`src/hw/rtl/pps_pkg.sv`:
```
// Types, widths and constants of the PID position step unit.
// Used by the serial multiplier, the serial divider and the top level.
`default_nettype none

package pps_pkg;

    localparam int ANG_W     = 9;
    localparam int GAIN_W    = 16;
    localparam int MS_W      = 16;
    localparam int DRV_W     = 8;
    localparam int CFG_W     = 16;
    localparam int CFG_IDX_W = 2;
    localparam int ERR_W     = ANG_W + 1;
    localparam int SUM_W     = GAIN_W + 1;

    // Serial multiplier: one multiplier bit per cycle.
    localparam int MC_W      = ANG_W + GAIN_W;
    localparam int MR_W      = 16;
    localparam int PROD_W    = MC_W + MR_W;
    localparam int MUL_CNT_W = $clog2(MR_W + 1);

    // Serial restoring divider: one quotient bit per cycle.
    localparam int DVD_W     = PROD_W;
    localparam int DVS_W     = 16;
    localparam int DIV_CNT_W = $clog2(DVD_W + 1);

    localparam int PM_W      = MC_W;
    localparam int INC_W     = 32;
    localparam int DM_W      = 35;
    localparam int INTEG_W   = 32;

    localparam int FULL_TURN   = 360;
    localparam int DRIVE_LIMIT = 100;
    localparam int MS_PER_S    = 1000;
    localparam int TOL_RESET   = 2;

    localparam logic [CFG_IDX_W-1:0] REG_GAIN_P    = 2'd0;
    localparam logic [CFG_IDX_W-1:0] REG_GAIN_I    = 2'd1;
    localparam logic [CFG_IDX_W-1:0] REG_GAIN_D    = 2'd2;
    localparam logic [CFG_IDX_W-1:0] REG_TOLERANCE = 2'd3;

    localparam logic KIND_START = 1'b0;
    localparam logic KIND_TICK  = 1'b1;

    typedef logic [ANG_W-1:0]            angle_t;
    typedef logic signed [GAIN_W-1:0]    move_t;
    typedef logic [MS_W-1:0]             ms_t;
    typedef logic signed [DRV_W-1:0]     drive_t;
    typedef logic [CFG_W-1:0]            cfg_data_t;
    typedef logic [CFG_IDX_W-1:0]        cfg_idx_t;

    typedef struct packed {
        logic              start;
        logic [MC_W-1:0]   mcand;
        logic [MR_W-1:0]   mplier;
    } mul_req_t;

    typedef struct packed {
        logic              busy;
        logic [PROD_W-1:0] product;
    } mul_rsp_t;

    typedef struct packed {
        logic              start;
        logic [DVD_W-1:0]  dividend;
        logic [DVS_W-1:0]  divisor;
    } div_req_t;

    typedef struct packed {
        logic              busy;
        logic [DVD_W-1:0]  quotient;
        logic [DVS_W-1:0]  remainder;
    } div_rsp_t;

endpackage

`default_nettype wire

```
`src/hw/rtl/pid_position_step_unit.sv`:
```
// PID position step unit: one start or tick beat in, one drive/done beat out.
// A tick uses the shared bit-serial multiplier (five products per tick) and the
// restoring divider (one quotient for the integral step and one for the derivative,
// skipped when elapsed_ms is 0); a start uses the divider alone, for the angle wrap.
// One item is worked at a time; a finished result waits in the output register
// while the next item is taken.
// Depends on pps_pkg, pps_ser_mul and pps_ser_div.
`default_nettype none

module pid_position_step_unit (
    input  logic               clk,
    input  logic               rst_n,
    input  logic               in_valid,
    output logic               in_ready,
    input  logic               kind,
    input  pps_pkg::angle_t    angle,
    input  pps_pkg::move_t     move_delta,
    input  pps_pkg::ms_t       elapsed_ms,
    output logic               out_valid,
    input  logic               out_ready,
    output pps_pkg::drive_t    drive,
    output logic               done_res,
    input  logic               cfg_we,
    input  pps_pkg::cfg_idx_t  cfg_index,
    input  pps_pkg::cfg_data_t cfg_data
);
    import pps_pkg::*;

    localparam int PS_W    = PM_W + 1;
    localparam int DS_W    = DM_W + 1;
    localparam int PD_W    = DS_W + 1;
    localparam int TOT_W   = PD_W + 1;
    localparam int INCS_W  = INC_W + 1;
    localparam int ISUM_W  = INTEG_W + 2;

    localparam logic [3:0] ST_IDLE = 4'd0;
    localparam logic [3:0] ST_DT   = 4'd1;
    localparam logic [3:0] ST_MP   = 4'd2;
    localparam logic [3:0] ST_MI1  = 4'd3;
    localparam logic [3:0] ST_MI2  = 4'd4;
    localparam logic [3:0] ST_MD1  = 4'd5;
    localparam logic [3:0] ST_MD2  = 4'd6;
    localparam logic [3:0] ST_DI   = 4'd7;
    localparam logic [3:0] ST_DD   = 4'd8;
    localparam logic [3:0] ST_INT  = 4'd9;
    localparam logic [3:0] ST_SUM  = 4'd10;
    localparam logic [3:0] ST_OUT  = 4'd11;

    // configuration
    logic [GAIN_W-1:0] gain_p_reg, gain_i_reg, gain_d_reg;
    logic [ANG_W-1:0]  tol_reg;

    // control and controller state
    logic [3:0]         state_reg, state_next;
    logic               out_valid_reg, out_valid_next;
    logic [ANG_W-1:0]   target_reg, target_next;
    logic [ANG_W-1:0]   prev_reg, prev_next;
    logic [INTEG_W-1:0] integ_reg, integ_next;

    // per-item payload
    logic [ANG_W-1:0]   angle_reg, angle_next;
    logic [MS_W-1:0]    dt_reg, dt_next;
    logic [ANG_W-1:0]   err_mag_reg, err_mag_next;
    logic               err_neg_reg, err_neg_next;
    logic [ANG_W-1:0]   dpos_mag_reg, dpos_mag_next;
    logic               dpos_neg_reg, dpos_neg_next;
    logic               s_neg_reg, s_neg_next;
    logic [PM_W-1:0]    p_mag_reg, p_mag_next;
    logic [INC_W-1:0]   inc_mag_reg, inc_mag_next;
    logic [DM_W-1:0]    d_mag_reg, d_mag_next;
    logic [PD_W-1:0]    pd_reg, pd_next;
    logic [DRV_W-1:0]   drive_res_reg, drive_res_next;
    logic [DRV_W-1:0]   out_drive_reg, out_drive_next;
    logic               out_done_reg, out_done_next;

    mul_req_t mul_req;
    mul_rsp_t mul_rsp;
    div_req_t div_req;
    div_rsp_t div_rsp;

    logic                   accept;
    logic [ERR_W-1:0]       in_err, in_err_abs;
    logic [ERR_W-1:0]       in_dpos, in_dpos_abs;
    logic [SUM_W-1:0]       in_sum, in_sum_abs;
    logic [GAIN_W-1:0]      gp_mag, gi_mag, gd_mag;
    logic [ANG_W-1:0]       rem_turn, new_target;
    logic [INCS_W-1:0]      inc_u, inc_s;
    logic [ISUM_W-1:0]      isum;
    logic [INTEG_W-1:0]     integ_sat;
    logic [PS_W-1:0]        p_u, p_s;
    logic [DS_W-1:0]        d_u, d_s;
    logic [PD_W-1:0]        pd_sum;
    logic signed [TOT_W-1:0] total, lim_hi, lim_lo;
    logic [DRV_W-1:0]       drive_sat;
    logic [ERR_W-1:0]       out_err, out_err_abs;
    logic                   out_done;

    pps_ser_mul u_mul (
        .clk   (clk),
        .rst_n (rst_n),
        .req   (mul_req),
        .rsp   (mul_rsp)
    );

    pps_ser_div u_div (
        .clk   (clk),
        .rst_n (rst_n),
        .req   (div_req),
        .rsp   (div_rsp)
    );

    assign in_ready = (state_reg == ST_IDLE);
    assign accept   = in_valid && in_ready;

    // input-side differences, magnitudes and signs
    assign in_err      = {1'b0, target_reg} - {1'b0, angle};
    assign in_err_abs  = in_err[ERR_W-1] ? (~in_err + 1'b1) : in_err;
    assign in_dpos     = {1'b0, angle} - {1'b0, prev_reg};
    assign in_dpos_abs = in_dpos[ERR_W-1] ? (~in_dpos + 1'b1) : in_dpos;
    assign in_sum      = {{(SUM_W - ANG_W){1'b0}}, angle} + {move_delta[GAIN_W-1], move_delta};
    assign in_sum_abs  = in_sum[SUM_W-1] ? (~in_sum + 1'b1) : in_sum;

    assign gp_mag = gain_p_reg[GAIN_W-1] ? (~gain_p_reg + 1'b1) : gain_p_reg;
    assign gi_mag = gain_i_reg[GAIN_W-1] ? (~gain_i_reg + 1'b1) : gain_i_reg;
    assign gd_mag = gain_d_reg[GAIN_W-1] ? (~gain_d_reg + 1'b1) : gain_d_reg;

    // wrap into one turn; a negative sum with a nonzero remainder folds back
    assign rem_turn   = div_rsp.remainder[ANG_W-1:0];
    assign new_target = (s_neg_reg && (rem_turn != '0)) ?
                        (ANG_W'(FULL_TURN) - rem_turn) : rem_turn;

    // integral step, saturated to the 32-bit signed range
    assign inc_u = {1'b0, inc_mag_reg};
    assign inc_s = (gain_i_reg[GAIN_W-1] ^ err_neg_reg) ? (~inc_u + 1'b1) : inc_u;
    assign isum  = {{2{integ_reg[INTEG_W-1]}}, integ_reg} + {inc_s[INCS_W-1], inc_s};

    always_comb
    begin
        if (isum[ISUM_W-1] && (isum[ISUM_W-2:INTEG_W-1] != 2'b11))
        begin
            integ_sat = {1'b1, {(INTEG_W - 1){1'b0}}};
        end
        else if (!isum[ISUM_W-1] && (isum[ISUM_W-2:INTEG_W-1] != 2'b00))
        begin
            integ_sat = {1'b0, {(INTEG_W - 1){1'b1}}};
        end
        else
        begin
            integ_sat = isum[INTEG_W-1:0];
        end
    end

    assign p_u    = {1'b0, p_mag_reg};
    assign p_s    = (gain_p_reg[GAIN_W-1] ^ err_neg_reg) ? (~p_u + 1'b1) : p_u;
    assign d_u    = {1'b0, d_mag_reg};
    assign d_s    = (gain_d_reg[GAIN_W-1] ^ dpos_neg_reg) ? (~d_u + 1'b1) : d_u;
    assign pd_sum = {{(PD_W - PS_W){p_s[PS_W-1]}}, p_s} + {d_s[DS_W-1], d_s};

    assign total  = $signed({pd_reg[PD_W-1], pd_reg}
                    + {{(TOT_W - INTEG_W){integ_reg[INTEG_W-1]}}, integ_reg});
    assign lim_hi = TOT_W'(DRIVE_LIMIT);
    assign lim_lo = -TOT_W'(DRIVE_LIMIT);

    always_comb
    begin
        if (total > lim_hi)
        begin
            drive_sat = DRV_W'(DRIVE_LIMIT);
        end
        else if (total < lim_lo)
        begin
            drive_sat = DRV_W'(-DRIVE_LIMIT);
        end
        else
        begin
            drive_sat = total[DRV_W-1:0];
        end
    end

    assign out_err     = {1'b0, target_reg} - {1'b0, angle_reg};
    assign out_err_abs = out_err[ERR_W-1] ? (~out_err + 1'b1) : out_err;
    assign out_done    = (out_err_abs <= {1'b0, tol_reg});

    always_comb
    begin
        state_next     = state_reg;
        out_valid_next = out_valid_reg;
        target_next    = target_reg;
        prev_next      = prev_reg;
        integ_next     = integ_reg;
        angle_next     = angle_reg;
        dt_next        = dt_reg;
        err_mag_next   = err_mag_reg;
        err_neg_next   = err_neg_reg;
        dpos_mag_next  = dpos_mag_reg;
        dpos_neg_next  = dpos_neg_reg;
        s_neg_next     = s_neg_reg;
        p_mag_next     = p_mag_reg;
        inc_mag_next   = inc_mag_reg;
        d_mag_next     = d_mag_reg;
        pd_next        = pd_reg;
        drive_res_next = drive_res_reg;
        out_drive_next = out_drive_reg;
        out_done_next  = out_done_reg;
        mul_req        = '0;
        div_req        = '0;

        // drop the output beat once taken
        if (out_valid_reg && out_ready)
        begin
            out_valid_next = 1'b0;
        end

        case (state_reg)
            ST_IDLE:
            begin
                if (accept)
                begin
                    angle_next    = angle;
                    dt_next       = elapsed_ms;
                    err_mag_next  = in_err_abs[ANG_W-1:0];
                    err_neg_next  = in_err[ERR_W-1];
                    dpos_mag_next = in_dpos_abs[ANG_W-1:0];
                    dpos_neg_next = in_dpos[ERR_W-1];
                    s_neg_next    = in_sum[SUM_W-1];
                    if (kind == KIND_TICK)
                    begin
                        mul_req.start  = 1'b1;
                        mul_req.mcand  = {{(MC_W - ANG_W){1'b0}}, in_err_abs[ANG_W-1:0]};
                        mul_req.mplier = gp_mag;
                        state_next     = ST_MP;
                    end
                    else
                    begin
                        div_req.start    = 1'b1;
                        div_req.dividend = {{(DVD_W - SUM_W){1'b0}}, in_sum_abs};
                        div_req.divisor  = DVS_W'(FULL_TURN);
                        state_next       = ST_DT;
                    end
                end
            end
            ST_DT:
            begin
                if (!div_rsp.busy)
                begin
                    target_next    = new_target;
                    prev_next      = angle_reg;
                    integ_next     = '0;
                    drive_res_next = '0;
                    state_next     = ST_OUT;
                end
            end
            ST_MP:
            begin
                if (!mul_rsp.busy)
                begin
                    p_mag_next     = mul_rsp.product[PM_W-1:0];
                    mul_req.start  = 1'b1;
                    mul_req.mcand  = {{(MC_W - ANG_W){1'b0}}, err_mag_reg};
                    mul_req.mplier = gi_mag;
                    state_next     = ST_MI1;
                end
            end
            ST_MI1:
            begin
                if (!mul_rsp.busy)
                begin
                    mul_req.start  = 1'b1;
                    mul_req.mcand  = mul_rsp.product[MC_W-1:0];
                    mul_req.mplier = dt_reg;
                    state_next     = ST_MI2;
                end
            end
            ST_MI2:
            begin
                if (!mul_rsp.busy)
                begin
                    // integral divide runs alongside the derivative products
                    div_req.start    = 1'b1;
                    div_req.dividend = mul_rsp.product;
                    div_req.divisor  = DVS_W'(MS_PER_S);
                    mul_req.start    = 1'b1;
                    mul_req.mcand    = {{(MC_W - ANG_W){1'b0}}, dpos_mag_reg};
                    mul_req.mplier   = gd_mag;
                    state_next       = ST_MD1;
                end
            end
            ST_MD1:
            begin
                if (!mul_rsp.busy)
                begin
                    mul_req.start  = 1'b1;
                    mul_req.mcand  = mul_rsp.product[MC_W-1:0];
                    mul_req.mplier = MR_W'(MS_PER_S);
                    state_next     = ST_MD2;
                end
            end
            ST_MD2:
            begin
                if (!mul_rsp.busy)
                begin
                    state_next = ST_DI;
                end
            end
            ST_DI:
            begin
                if (!div_rsp.busy)
                begin
                    inc_mag_next = div_rsp.quotient[INC_W-1:0];
                    if (dt_reg == '0)
                    begin
                        d_mag_next = '0;
                        state_next = ST_INT;
                    end
                    else
                    begin
                        div_req.start    = 1'b1;
                        div_req.dividend = mul_rsp.product;
                        div_req.divisor  = dt_reg;
                        state_next       = ST_DD;
                    end
                end
            end
            ST_DD:
            begin
                if (!div_rsp.busy)
                begin
                    d_mag_next = div_rsp.quotient[DM_W-1:0];
                    state_next = ST_INT;
                end
            end
            ST_INT:
            begin
                integ_next = integ_sat;
                pd_next    = pd_sum;
                state_next = ST_SUM;
            end
            ST_SUM:
            begin
                drive_res_next = drive_sat;
                prev_next      = angle_reg;
                state_next     = ST_OUT;
            end
            ST_OUT:
            begin
                // hold until the output register is free
                if (!out_valid_reg || out_ready)
                begin
                    out_drive_next = drive_res_reg;
                    out_done_next  = out_done;
                    out_valid_next = 1'b1;
                    state_next     = ST_IDLE;
                end
            end
            default:
            begin
                state_next = ST_IDLE;
            end
        endcase
    end

    always_ff @(posedge clk or negedge rst_n)
    begin
        if (!rst_n)
        begin
            gain_p_reg <= '0;
            gain_i_reg <= '0;
            gain_d_reg <= '0;
            tol_reg    <= ANG_W'(TOL_RESET);
        end
        else if (cfg_we)
        begin
            case (cfg_index)
                REG_GAIN_P:    gain_p_reg <= cfg_data;
                REG_GAIN_I:    gain_i_reg <= cfg_data;
                REG_GAIN_D:    gain_d_reg <= cfg_data;
                REG_TOLERANCE: tol_reg    <= cfg_data[ANG_W-1:0];
                default:
                begin
                end
            endcase
        end
    end

    always_ff @(posedge clk or negedge rst_n)
    begin
        if (!rst_n)
        begin
            state_reg     <= ST_IDLE;
            out_valid_reg <= 1'b0;
            target_reg    <= '0;
            prev_reg      <= '0;
            integ_reg     <= '0;
        end
        else
        begin
            state_reg     <= state_next;
            out_valid_reg <= out_valid_next;
            target_reg    <= target_next;
            prev_reg      <= prev_next;
            integ_reg     <= integ_next;
        end
    end

    always_ff @(posedge clk)
    begin
        angle_reg     <= angle_next;
        dt_reg        <= dt_next;
        err_mag_reg   <= err_mag_next;
        err_neg_reg   <= err_neg_next;
        dpos_mag_reg  <= dpos_mag_next;
        dpos_neg_reg  <= dpos_neg_next;
        s_neg_reg     <= s_neg_next;
        p_mag_reg     <= p_mag_next;
        inc_mag_reg   <= inc_mag_next;
        d_mag_reg     <= d_mag_next;
        pd_reg        <= pd_next;
        drive_res_reg <= drive_res_next;
        out_drive_reg <= out_drive_next;
        out_done_reg  <= out_done_next;
    end

    assign out_valid = out_valid_reg;
    assign drive     = out_drive_reg;
    assign done_res  = out_done_reg;

endmodule

`default_nettype wire

```
`src/hw/rtl/pps_ser_mul.sv`:
```
// Bit-serial unsigned shift-add multiplier, one multiplier bit per cycle.
// Depends on pps_pkg for widths and the request/response structs.
`default_nettype none

module pps_ser_mul (
    input  logic              clk,
    input  logic              rst_n,
    input  pps_pkg::mul_req_t req,
    output pps_pkg::mul_rsp_t rsp
);
    import pps_pkg::*;

    logic                 busy_reg, busy_next;
    logic [MUL_CNT_W-1:0] cnt_reg, cnt_next;
    logic [PROD_W-1:0]    mcand_reg, mcand_next;
    logic [MR_W-1:0]      mplier_reg, mplier_next;
    logic [PROD_W-1:0]    acc_reg, acc_next;

    always_comb
    begin
        busy_next   = busy_reg;
        cnt_next    = cnt_reg;
        mcand_next  = mcand_reg;
        mplier_next = mplier_reg;
        acc_next    = acc_reg;
        if (req.start)
        begin
            busy_next   = 1'b1;
            cnt_next    = MUL_CNT_W'(MR_W);
            mcand_next  = {{(PROD_W - MC_W){1'b0}}, req.mcand};
            mplier_next = req.mplier;
            acc_next    = '0;
        end
        else if (busy_reg)
        begin
            // add the shifted multiplicand when the low multiplier bit is set
            if (mplier_reg[0])
            begin
                acc_next = acc_reg + mcand_reg;
            end
            mcand_next  = {mcand_reg[PROD_W-2:0], 1'b0};
            mplier_next = {1'b0, mplier_reg[MR_W-1:1]};
            cnt_next    = cnt_reg - 1'b1;
            if (cnt_reg == MUL_CNT_W'(1))
            begin
                busy_next = 1'b0;
            end
        end
    end

    always_ff @(posedge clk or negedge rst_n)
    begin
        if (!rst_n)
        begin
            busy_reg <= 1'b0;
            cnt_reg  <= '0;
        end
        else
        begin
            busy_reg <= busy_next;
            cnt_reg  <= cnt_next;
        end
    end

    always_ff @(posedge clk)
    begin
        mcand_reg  <= mcand_next;
        mplier_reg <= mplier_next;
        acc_reg    <= acc_next;
    end

    assign rsp.busy    = busy_reg;
    assign rsp.product = acc_reg;

endmodule

`default_nettype wire

```
`src/hw/rtl/pps_ser_div.sv`:
```
// Bit-serial unsigned restoring divider, one quotient bit per cycle.
// Depends on pps_pkg for widths and the request/response structs.
`default_nettype none

module pps_ser_div (
    input  logic              clk,
    input  logic              rst_n,
    input  pps_pkg::div_req_t req,
    output pps_pkg::div_rsp_t rsp
);
    import pps_pkg::*;

    logic                 busy_reg, busy_next;
    logic [DIV_CNT_W-1:0] cnt_reg, cnt_next;
    logic [DVD_W-1:0]     quo_reg, quo_next;
    logic [DVS_W-1:0]     rem_reg, rem_next;
    logic [DVS_W-1:0]     dvs_reg, dvs_next;
    logic [DVS_W:0]       shifted;
    logic [DVS_W:0]       trial;

    // remainder stays below the divisor, so the top bit of trial is the borrow
    assign shifted = {rem_reg, quo_reg[DVD_W-1]};
    assign trial   = shifted - {1'b0, dvs_reg};

    always_comb
    begin
        busy_next = busy_reg;
        cnt_next  = cnt_reg;
        quo_next  = quo_reg;
        rem_next  = rem_reg;
        dvs_next  = dvs_reg;
        if (req.start)
        begin
            busy_next = 1'b1;
            cnt_next  = DIV_CNT_W'(DVD_W);
            quo_next  = req.dividend;
            rem_next  = '0;
            dvs_next  = req.divisor;
        end
        else if (busy_reg)
        begin
            if (!trial[DVS_W])
            begin
                rem_next = trial[DVS_W-1:0];
                quo_next = {quo_reg[DVD_W-2:0], 1'b1};
            end
            else
            begin
                rem_next = shifted[DVS_W-1:0];
                quo_next = {quo_reg[DVD_W-2:0], 1'b0};
            end
            cnt_next = cnt_reg - 1'b1;
            if (cnt_reg == DIV_CNT_W'(1))
            begin
                busy_next = 1'b0;
            end
        end
    end

    always_ff @(posedge clk or negedge rst_n)
    begin
        if (!rst_n)
        begin
            busy_reg <= 1'b0;
            cnt_reg  <= '0;
        end
        else
        begin
            busy_reg <= busy_next;
            cnt_reg  <= cnt_next;
        end
    end

    always_ff @(posedge clk)
    begin
        quo_reg <= quo_next;
        rem_reg <= rem_next;
        dvs_reg <= dvs_next;
    end

    assign rsp.busy      = busy_reg;
    assign rsp.quotient  = quo_reg;
    assign rsp.remainder = rem_reg;

endmodule

`default_nettype wire

```
`config.mk`:
```
export PLATFORM = sky130hd
export DESIGN_NAME = pid_position_step_unit
export DESIGN_NICKNAME = d
export VERILOG_FILES = /design/src/hw/rtl/pps_pkg.sv /design/src/hw/rtl/pid_position_step_unit.sv /design/src/hw/rtl/pps_ser_mul.sv /design/src/hw/rtl/pps_ser_div.sv
export SDC_FILE = /design/constraint.sdc
export NUM_CORES = 1
export LEC_CHECK = 0
export BUFFER_PORTS_ARGS = -buffer_cell sky130_fd_sc_hd__buf_2
export CORE_MARGIN = 4
export CORE_UTILIZATION = 40
export CTS_BUF_LIST = sky130_fd_sc_hd__clkbuf_4
export DETAILED_ROUTE_END_ITERATION = 16
export GPL_TIMING_DRIVEN = 0
export PLACE_DENSITY_LB_ADDON = 0.05
export SETUP_SLACK_MARGIN = 0.1
export SLEW_MARGIN = 20
export SYNTH_ARGS = -nofsm -noshare
export SYNTH_HDL_FRONTEND = slang
export SYNTH_SLANG_ARGS = --single-unit
export TNS_END_PERCENT = 100
```
`constraint.sdc`:
```
create_clock -name clk -period 13.4 [get_ports clk]
set_input_delay 1.34 -clock clk [delete_from_list [all_inputs] [get_ports clk]]
set_output_delay 1.34 -clock clk [all_outputs]
set_load 0.1 [all_outputs]
```
### After elaboration in Yosys (flattened, before gate mapping)

Cells that the tools add are included.
W data, S select, Z words.

* register bits after elaboration: 488
* input bits: 65
* word-level logic and storage cells: 206

* $add $sub $neg: 22
* $lt $le $gt $ge: 3
* equality and inequality tests: 28
* multiplexer cells: 72
* bitwise logic cells: 15
* reductions and logical operators: 32

Operators with widths (number)
* $mux W58: 5
* $mux W42: 6
* $pmux W42 S5: 1
* $pmux W58 S3: 1
* $mux W35: 3
* $mux W16: 6
* $mux W32: 3
* $mux W41: 2
* $pmux W35 S2: 1
* $pmux W32 S2: 1
* $mux W25: 2
* $add A16 B1 Y16 const B: 3
* $not A16 Y16: 3
* $pmux W4 S12: 1
* $add A41 B41 Y41: 1
* $mux W4: 10
* $add A37 B32 Y38: 1
* $gt A38 B8 Y1 const B: 1
* $lt A38 B8 Y1 const B: 1
* $add A26 B36 Y37: 1
* $add A36 B1 Y36 const B: 1
* $mux W36: 1
* $mux W9: 4
* $not A35 Y36: 1
* 52 further kinds: 112

### Longest topological paths before layout

* depth after elaboration: 9
* mapped depth: 25

### Modules after synthesis

From an unflattened synthesis, not the netlist that was laid out.

* cells, all modules: 3547
* area, all modules: 34062.7 um2

By module, submodules not included
* pid_position_step_unit: instances 1, cells each 2492, area an instance 23364.9 um2, seq. area each 8569.5 um2
* pps_ser_mul: instances 1, cells each 681, area an instance 6402.4 um2, seq. area each 2522.4 um2
* pps_ser_div: instances 1, cells each 374, area an instance 4295.4 um2, seq. area each 2207.1 um2

### Worst setup path before layout

No wires, ideal clock.

* path type: register to register
* from: reg state_reg[1]
* to: reg u_mul.mplier_reg[4] (data pin)
* library setup time: 0.275 ns
* data arrival time: 6.007 ns
* slack: 7.118 ns
* cell stages (with the launch flop): 9
* buffers on the path: 2
* path through: dfrtp_1 -> clkbuf_1 -> nor4_1 -> nand2_1 -> inv_1 -> nand2_1 -> nand2_1 -> clkbuf_1 -> a31oi_1

* longest elaborated chain between the ends: 5

RTL lines
* start, declared: line pid_position_step_unit.sv:54 `logic [3:0] state_reg, state_next;`
* start signal, assigned: line pid_position_step_unit.sv:397 `state_reg <= state_next;`
* $logic_not A4 Y1 (*): line pid_position_step_unit.sv:112 `assign in_ready = (state_reg == ST_IDLE);`
* named net in_ready: line pid_position_step_unit.sv:14 `output logic in_ready,`
* $logic_and A1 B1 Y1: line pid_position_step_unit.sv:113 `assign accept = in_valid && in_ready;`
* $mux W42: line pid_position_step_unit.sv:217 `if (accept)`
* $pmux W42 S5 (*): line pid_position_step_unit.sv:214 `case (state_reg)`
* $mux W16 (*): line pps_ser_mul.sv:26 `if (req.start)`
* named net u_mul.mplier_next[4]: line pps_ser_mul.sv:16 `logic [MR_W-1:0] mplier_reg, mplier_next;`
* end signal, assigned: line pps_ser_mul.sv:68 `mplier_reg <= mplier_next;`
* end, declared: line pps_ser_mul.sv:16

The timed path passes the listed nets; every way through them passes the cells marked *.
A chain may end at the register's enable or synchronous reset.

### Worst setup path after layout

* from: reg gain_i_reg[15]
* to: reg integ_reg[10]

* longest elaborated chain between the ends: 8

RTL lines
* start, declared: line pid_position_step_unit.sv:50 `logic [GAIN_W-1:0] gain_p_reg, gain_i_reg, gain_d_reg;`
* start signal, assigned: line pid_position_step_unit.sv:375 `REG_GAIN_I: gain_i_reg <= cfg_data;`
* $xor A1 B1 Y1 (*): line pid_position_step_unit.sv:134 `assign inc_s = (gain_i_reg[GAIN_W-1] ^ err_neg_reg) ? (~inc_u + 1'b1) : inc_u;`
* $mux W33 (*): line pid_position_step_unit.sv:134
* $add A32 B33 Y34 (*): line pid_position_step_unit.sv:135 `assign isum = {{2{integ_reg[INTEG_W-1]}}, integ_reg} + {inc_s[INCS_W-1], inc_s};`
* $reduce_bool A2 Y1 / $logic_not A1 Y1 (equally long branches): line pid_position_step_unit.sv:143 `else if (!isum[ISUM_W-1] && (isum[ISUM_W-2:INTEG_W-1] != 2'b00))`
* $logic_and A1 B1 Y1: line pid_position_step_unit.sv:143
* $mux W32: line pid_position_step_unit.sv:143
* $mux W32 (*): line pid_position_step_unit.sv:139 `if (isum[ISUM_W-1] && (isum[ISUM_W-2:INTEG_W-1] != 2'b11))`
* $pmux W32 S2 (*): line pid_position_step_unit.sv:214
* end signal, assigned: line pid_position_step_unit.sv:401 `integ_reg <= integ_next;`
* end, declared: line pid_position_step_unit.sv:58 `logic [INTEG_W-1:0] integ_reg, integ_next;`

Mark *: on every way between the ends. The rest lies on a longest branch, timed or not.

==> results.yml <==
placement:
  hpwl_mm: 80.1
  place_area_um2: 35000
  port_buffers: 74
  routabilityCongestion: 0.892
layout:
  final_core_util_pct: 45.1
  fillCellCount: 7985
  multi_input_area_um2: 18500
  seq_area_um2: 13300
  drive_gt1_share_pct: 11.9
  finalInstanceArea_um2: 36900
  area_delta_synth_final_pct: 11.9
  nets: 4019
hold_path:
  hold_path.class: "in2async"
die:
  rows: 105
  dieArea_um2: 87100
  die-width_um: 295
  coreArea_um2: 81800
  die_h_um: 295
  initial_core_util_pct: 40.3
  io_pins: 76
yosys:
  ys.flop_type: "edfxtp_1"
  synth_cell_type_count: 91
  synthTopCellsByArea: "edfxtp_1 26%, dfrtp_1 9.4%, ha_1 8.4%"
  ys_seq_elements: 488
  yosysMostFrequentCell: "nand2_1"
  async_flop_share_pct: 25.6
  netlist.area_leader.share_pct: 26.4
  synth-edff-count: 290
  ys_warn_count: 0
  netlist_area_um2: 33000
  yosys-top-cells-count: "316 x nand2_1, 290 x edfxtp_1, 278 x a21oi_1, 223 x nor2_1, 222 x ha_1"
  syn_nets: 3785
  synth_area_per_cell_um2: 9.45
  syn_inst: 3489
  ys_seq_area_share_pct: 40.3
  synth_largest_area_cell: "edfxtp_1"
timing:
  rsz0062_at_grt: "false"
  hold_viol: 0
  fin_crit_sh_pct: 52.3
  fmax_mhz: 143
  report.final.slew_viol_count: 0
  min_period_ns: 7.01
  skew_ns: 0.0744
  setup_viol: 0
  tightest_slew_ns: 1.07
  tns_ns: 0
  slew_headroom_pct: 28.1
pwr:
  irDropWorstVdd_mv: 0.0936
  p_leak_uw: 0.0155
  powerDensity_nw_per_um2: 248
cts:
  clock-sinks: 488
  cts_buffers: 146
  clk_latency_ns: 0.99
  cts.clk_slew.worst_paths_ns: 0.06
  ctsHoldBuffers: 0
  ctsHtreeMaxLevel: 4
  cts_tree: "built"
  cts-root-buf: "clkbuf_4"
  cts_resized: 0
  postCtsSetupBuffers: 0
  clock_path_buffers: 3
critical_path:
  crit_type: "reg2reg"
  r2r_end: "integ_reg[10]"
  ff2ff_path_depth: 16
  worstSetupStartpointType: "flip-flop"
  r2r-start: "gain_i_reg[15]"
  worstPathArrival_ns: 7.79
  required_ns: 14.18
  rrSetupSlack_ns: 6.39
  crit_fanout: 10
  cp-end-kind: "flip-flop"
routing:
  drtIter0Drc: 1561
  viasPerCell: 5.57
  dr.pass1.iters: 6
  drc: 0
  ant_nets: 0
  routed_wl_mm: 101
  routedWlPerCell_um: 20.5
  dr_total_vias: 27400
grt:
  grt_usage_pct: 23.0
  grt_max_degree: 68
  gr-total-overflow: 0
  grt_pass1_wl_mm: 155
  grt_pass1_vias: 28000
  antenna_found_initial: 6
run:
  cap_violations: 0
run_status:
  status: "finished clean"
==> report_power, final <==
part | internal (uW) | total (uW) | switching, uW | leakage, uW
clock | 800 | 1500 | 696 | 0.00114
combinational | 2020 | 5040 | 3020 | 0.00942
sequential | 2230 | 2640 | 410 | 0.00494
total | 5050 | 9170 | 4120 | 0.0155
==> final cells by class <==
type	instances	area share (%)
tap	1070	3.63
buffer	131	1.51
timing repair buffer	86	1.59
clock inverter	46	0.752
multi-input combinational	2688	50.1
inverter	182	1.85
sequential	488	36.0
clock buffer	222	4.51
antenna	2	0.0136
==> stage by stage <==
stage                     worst slack [ns]  cells  hold slack (ns)  total power, uW
after global routing                  6.10   4914            0.232             9950
after CTS                             6.12   4913            0.175             9240
final                                 6.39   4915            0.316             9170
after floorplan                       7.12   3489            0.400             6280
after global placement                6.25   4633            0.411             7570
after detailed placement              6.14   4645            0.407             7680
==> per-layer routing <==
layer	vias up	wire length [um]	part of all wire, %	global-route usage (%)
met4	0	4510	4.5	10.8
met1	13100	40500	40	26.0
li1	13400	-	-	-
met3	218	3930	3.9	3.71
met2	638	52000	52	42.5
met5	-	0	0	0
==> cells by family after synthesis <==
logic type | Yosys count | synth area share [%]
DFF | 488 | 40.3
adders and majority gates | 231 | 8.97
AOI/OAI and AO/OA | 1009 | 19.9
buffers and inverters | 313 | 3.74
xor gates and xnor gates | 323 | 8.58
muxes | 100 | 3.26
and+or+nand+nor | 1025 | 15.2
==> how the worst max path moves through the flow <==
stage,startpoint,to,slack [ns],cells past startpoint
6_report,gain_i_reg[15],integ_reg[10],6.39,16
5_1_grt,gain_i_reg[15],integ_reg[10],6.10,16
4_1_cts,gain_i_reg[15],integ_reg[10],6.12,17
3_5_place_dp,gain_i_reg[15],integ_reg[10],6.14,17
3_3_place_gp,gain_i_reg[15],integ_reg[1],6.25,18
2_1_floorplan,state_reg[1],u_mul.mplier_reg[4],7.12,8
==> placed cells by master (no fill, tap or decap), types with 39 or more instances in the layout <==
cell type / netlist / final
inv_1: 180 / 178
nor2_1: 223 / 222
buf_2: 3 / 77
a21oi_1: 278 / 278
nand3_1: 78 / 78
a22oi_1: 42 / 42
a21o_1: 100 / 100
nand2_1: 316 / 314
edfxtp_1: 290 / 290
clkbuf_4: 0 / 223
mux2_2: 59 / 59
o21ai_0: 217 / 217
xor2_1: 110 / 110
dfxtp_1: 73 / 73
ha_1: 222 / 222
and3_1: 42 / 42
mux2i_1: 41 / 41
clkbuf_1: 112 / 110
nor3_1: 68 / 65
dfrtp_1: 124 / 124
nor2b_1: 39 / 39
and2_1: 52 / 52
xnor2_1: 213 / 212
==> worst max-delay path: stages (launching register included) <==
cell,delay (ns)
dfrtp_1,0.32
clkbuf_1,0.56
xor2_1,0.60
clkbuf_1,0.58
o21ai_0,0.30
fa_1,0.51
a211oi_1,0.34
o211ai_1,0.21
a221oi_1,0.70
a2111oi_1,0.33
o211ai_1,0.32
nand2_1,0.16
a2111o_1,0.47
a221oi_1,0.45
and2_1,0.34
clkbuf_1,0.47
a22oi_1,0.14
Power figures use the tool's default switching activity.
